==> src/rtl/trp_divider.sv <==
// ----------------------------------------------------------------------------
// trp_divider
// iterative restoring unsigned divider, one quotient bit per cycle
// ----------------------------------------------------------------------------
module trp_divider #(
  parameter int NW = 16,
  parameter int DW = 12
) (
  input  logic          clk,
  input  logic          rst,
  input  logic          start,
  input  logic [NW-1:0] dividend,
  input  logic [DW-1:0] divisor,
  output logic [NW-1:0] quotient,
  output logic          done
);

  localparam int CW = $clog2(NW + 1);

  logic [NW-1:0] num;
  logic [DW-1:0] rem;
  logic [DW-1:0] dvs;
  logic [CW-1:0] cnt;
  logic          busy;
  logic [DW:0]   trial;
  logic          fits;

  assign trial = {rem, num[NW-1]};
  assign fits  = trial >= {1'b0, dvs};

  always_ff @(posedge clk) begin
    if (rst) begin
      busy <= 1'b0;
      done <= 1'b0;
      cnt  <= '0;
    end else if (start) begin
      busy <= 1'b1;
      done <= 1'b0;
      cnt  <= CW'(NW);
    end else if (busy) begin
      cnt <= cnt - 1'b1;
      if (cnt == CW'(1)) begin
        busy <= 1'b0;
        done <= 1'b1;
      end
    end
  end

  always_ff @(posedge clk) begin
    if (start) begin
      num <= dividend;
      rem <= '0;
      dvs <= divisor;
    end else if (busy) begin
      num <= {num[NW-2:0], fits};
      if (fits) begin
        rem <= DW'(trial - {1'b0, dvs});
      end else begin
        rem <= trial[DW-1:0];
      end
    end
  end

  assign quotient = num;

endmodule

==> config.mk <==
export PLATFORM = sky130hd
export DESIGN_NAME = trp_divider
export DESIGN_NICKNAME = d
export VERILOG_FILES = /design/src/rtl/trp_divider.sv
export SDC_FILE = /design/constraint.sdc
export NUM_CORES = 1
export LEC_CHECK = 0
export CELL_PAD_IN_SITES_DETAIL_PLACEMENT = 2
export CELL_PAD_IN_SITES_GLOBAL_PLACEMENT = 2
export CORE_MARGIN = 10
export CORE_UTILIZATION = 40
export CTS_CLUSTER_DIAMETER = 60
export DETAILED_ROUTE_END_ITERATION = 10
export DONT_BUFFER_PORTS = 1
export PLACE_DENSITY_LB_ADDON = 0.1
export SYNTH_ARGS = -nofsm -noshare
export SYNTH_HDL_FRONTEND = slang
export SYNTH_SLANG_ARGS = --single-unit
==> constraint.sdc <==
create_clock -name clk -period 2.9 [get_ports clk]
set_clock_uncertainty 0.2 [all_clocks]
set_input_delay 0.435 -clock clk [delete_from_list [all_inputs] [get_ports clk]]
set_output_delay 0.435 -clock clk [all_outputs]
set_load 0.02 [all_outputs]
==> flow_metrics.tcl <==
set metrics [dict create \
    hold_end "cnt[1]" \
    status "finished clean" \
    worst_ep_arrival_time_ns 2.70 \
    synth_seq_cells 47 \
    layout_common_cells "28 x edfxtp_1, 21 x nor2_1, 19 x dfxtp_1" \
    drv_slew 0 \
    numCtsBuffers 5 \
    cts_root_buf "clkbuf_8" \
    die_y_um 98.8 \
    final_layout_size_suffix_gt1_frac 0.133 \
    fmax_mhz 372 \
    vias 1782 \
    ys_seq_area_frac 0.492 \
    rsz0062_at_grt "false" \
    wl_per_cell_um 21.1 \
    clk_latency_ns 0.30 \
    clockBufferDepth 2 \
    drtIter0Drc 51 \
    drcViolationCount 0 \
    relSlewSlack 0.530 \
    numPortBuffers 0 \
    ys_warn_count 0 \
    critPathKind "reg2reg" \
    end_kind "flip-flop" \
    crit_chain "inv_1, ha_1, a21o_1, a221o_1, a31o_1, or2_4, and2_1, o41ai_2" \
    synthTopCellsByArea "edfxtp_1 34%, dfxtp_1 15%, mux2_2 7.3%, ha_1 7.1%, nor2_1 3.2%" \
    diodes 0 \
    synth_top_area_frac 0.339 \
    start_kind "flip-flop" \
    syn_to_final_growth_pct 9.98 \
    power_frac_comb 0.209 \
    gp_congestion 0.834 \
    grt_max_degree 40 \
    ys_types 46 \
    syn_area_per_cell_um2 10.7 \
    synth_nets 279 \
    switching_share 0.297 \
    synth_top_area_cell "edfxtp_1" \
    cts.clk_slew.worst_paths_ns 0.09 \
    ff2ff_path_depth 8 \
    setup_tns_ns 0 \
    p_sw_uw 503 \
    min_from "rst" \
    cts_tree "done" \
    dieArea_um2 9760 \
    post-place-cells 304 \
    track_usage 0.136 \
    die_w_um 98.8 \
    setup_ws_ns 0.209 \
    core_um2 5960 \
    max_stage_delay_ns 0.37 \
    post_cts_buffers 0 \
    grt_pass1_vias 2036 \
    finalNetCount 286 \
    final_common_cell "edfxtp_1" \
    p_leak_uw 0.00108 \
    clock_sinks 47 \
    grt_pass1_wl_mm 10.9 \
    seq_power_share 0.503 \
    path_buf_inv 1 \
    cp_data_required_time_ns 2.91 \
    min_delay_path_depth 1 \
    io_pins 48 \
    timing.rr.end "rem[1]" \
    cp_max_fo 12 \
    cts.htree.levels 2 \
    initial_utilization 0.417 \
    reg2reg_from "dvs[6]" \
    max-vdd-ir-drop_v 0.000269 \
    synth_ff_type "edfxtp_1" \
    antenna_found_initial 0 \
    async_reset_ff_frac 0 \
    maxCapViolCount 0 \
    synth_edf_count 28 \
    finalSetupViolations 0 \
    path_delay_family "compound AO/OA/AOI/OAI gates" \
    synthCells 233 \
    power.internal_uw 1190 \
    wirelength_mm 6.67 \
    gr-total-overflow 0 \
    stdcell_count 316 \
    cpMaxStageDelayCell "ha_1" \
    dp_hpwl_mm 4.78 \
    place_ws_ns 0.0742 \
    fin_crit_ns 2.69 \
    rows 28 \
    worst_pin_slew_ns 0.704 \
    period_share 0.928 \
    hold_violations 0 \
    min_path_type "in2reg" \
    clkPwrFrac 0.288 \
    first_pass_iters 4 \
    vias_per_cell 5.64 \
    antenna_left 0 \
    synth_area_um2 2480 \
    reg2reg_slack_ns 0.21 \
    power_density_nw_per_um2 620 \
]
metal layers:
layer / track usage / wire length (um) / vias to the layer above
li1: - / - / 861
met1: 0.159 / 2910 / 880
met2: 0.238 / 3470 / 33
met3: 0.0356 / 223 / 8
met4: 0.0331 / 72 / 0
met5: 0 / 0 / -
what timing repair did:
action / CTS / global route
gates resized for setup: 0 / 1
endpoints found under the setup margin: 0 / 3
hold buffers: 2 / 2
endpoints found under the hold margin: 11 / 4
stage by stage:
step | utilization | hold WS, ns | total power, uW | area, um2
after floorplan | - | 0.269 | 1110 | 2480
after global placement | 0.432 | 0.284 | 1180 | 2570
after detailed placement | 0.432 | 0.292 | 1210 | 2570
after CTS | 0.455 | 0.000791 | 1700 | 2710
after global routing | 0.458 | 0.00309 | 1790 | 2730
final | 0.458 | 0.0126 | 1690 | 2730
kinds of logic after synthesis:
kind of cell / share of synthesized area
xor+xnor: 0.0388
flops: 0.492
simple gates: 0.135
buf+inv: 0.0398
fa+ha+maj: 0.0786
mux: 0.0726
compound gates: 0.144
worst register-to-register path: stages (launching register included):
cell	delay (ns)
edfxtp_1	0.35
inv_1	0.05
ha_1	0.37
a21o_1	0.23
a221o_1	0.37
a31o_1	0.29
or2_4	0.31
and2_1	0.19
o41ai_2	0.25
worst max path at each step:
stage	from	to	slack (ns)	cells after the start
floorplan	dvs[7]	quotient[0]	0.38	8
global placement	dvs[6]	quotient[0]	0.24	7
detailed placement	dvs[6]	rem[1]	0.07	8
CTS	dvs[6]	rem[1]	0.06	8
global route	quotient[15]	rem[10]	0.02	9
finish	dvs[6]	rem[1]	0.21	8
synth_stat cells, types with 4 or more instances:
master and number:
nand3_1 6, o21ai_0 8, a21oi_1 7, nor3_1 7, ha_1 14, and2_1 4
clkbuf_1 7, a311oi_1 7, dfxtp_1 19, nor2_1 21, inv_1 18, nand2_1 17
xnor2_1 5, edfxtp_1 28, mux2_2 16, xor2_1 6
flip-flops by register name, summed over array words and instances (netlist names):
register,count
dvs,12
busy,1
quotient,16
done,1
rem,12
cnt,5
layout make-up:
type / count / area [um2]
Clock buffer: 5 / 68.8
Clock inverter: 3 / 43.8
Fill cell: 624 / 3230
Inverter: 18 / 67.6
Multi-Input combinational cell: 160 / 1160
Sequential cell: 47 / 1220
Tap cell: 75 / 93.8
Timing Repair Buffer: 8 / 70.1
power groups by stage:
| stage | registers, uW | logic, uW | clock network, uW |
|---|---|---|---|
| floorplan | 851 | 262 | 0 |
| global placement | 862 | 322 | 0 |
| detailed placement | 867 | 340 | 0 |
| CTS | 853 | 350 | 498 |
| global route | 860 | 403 | 523 |
| finish | 851 | 353 | 488 |
Note: power is estimated with default switching activity, not from simulation.
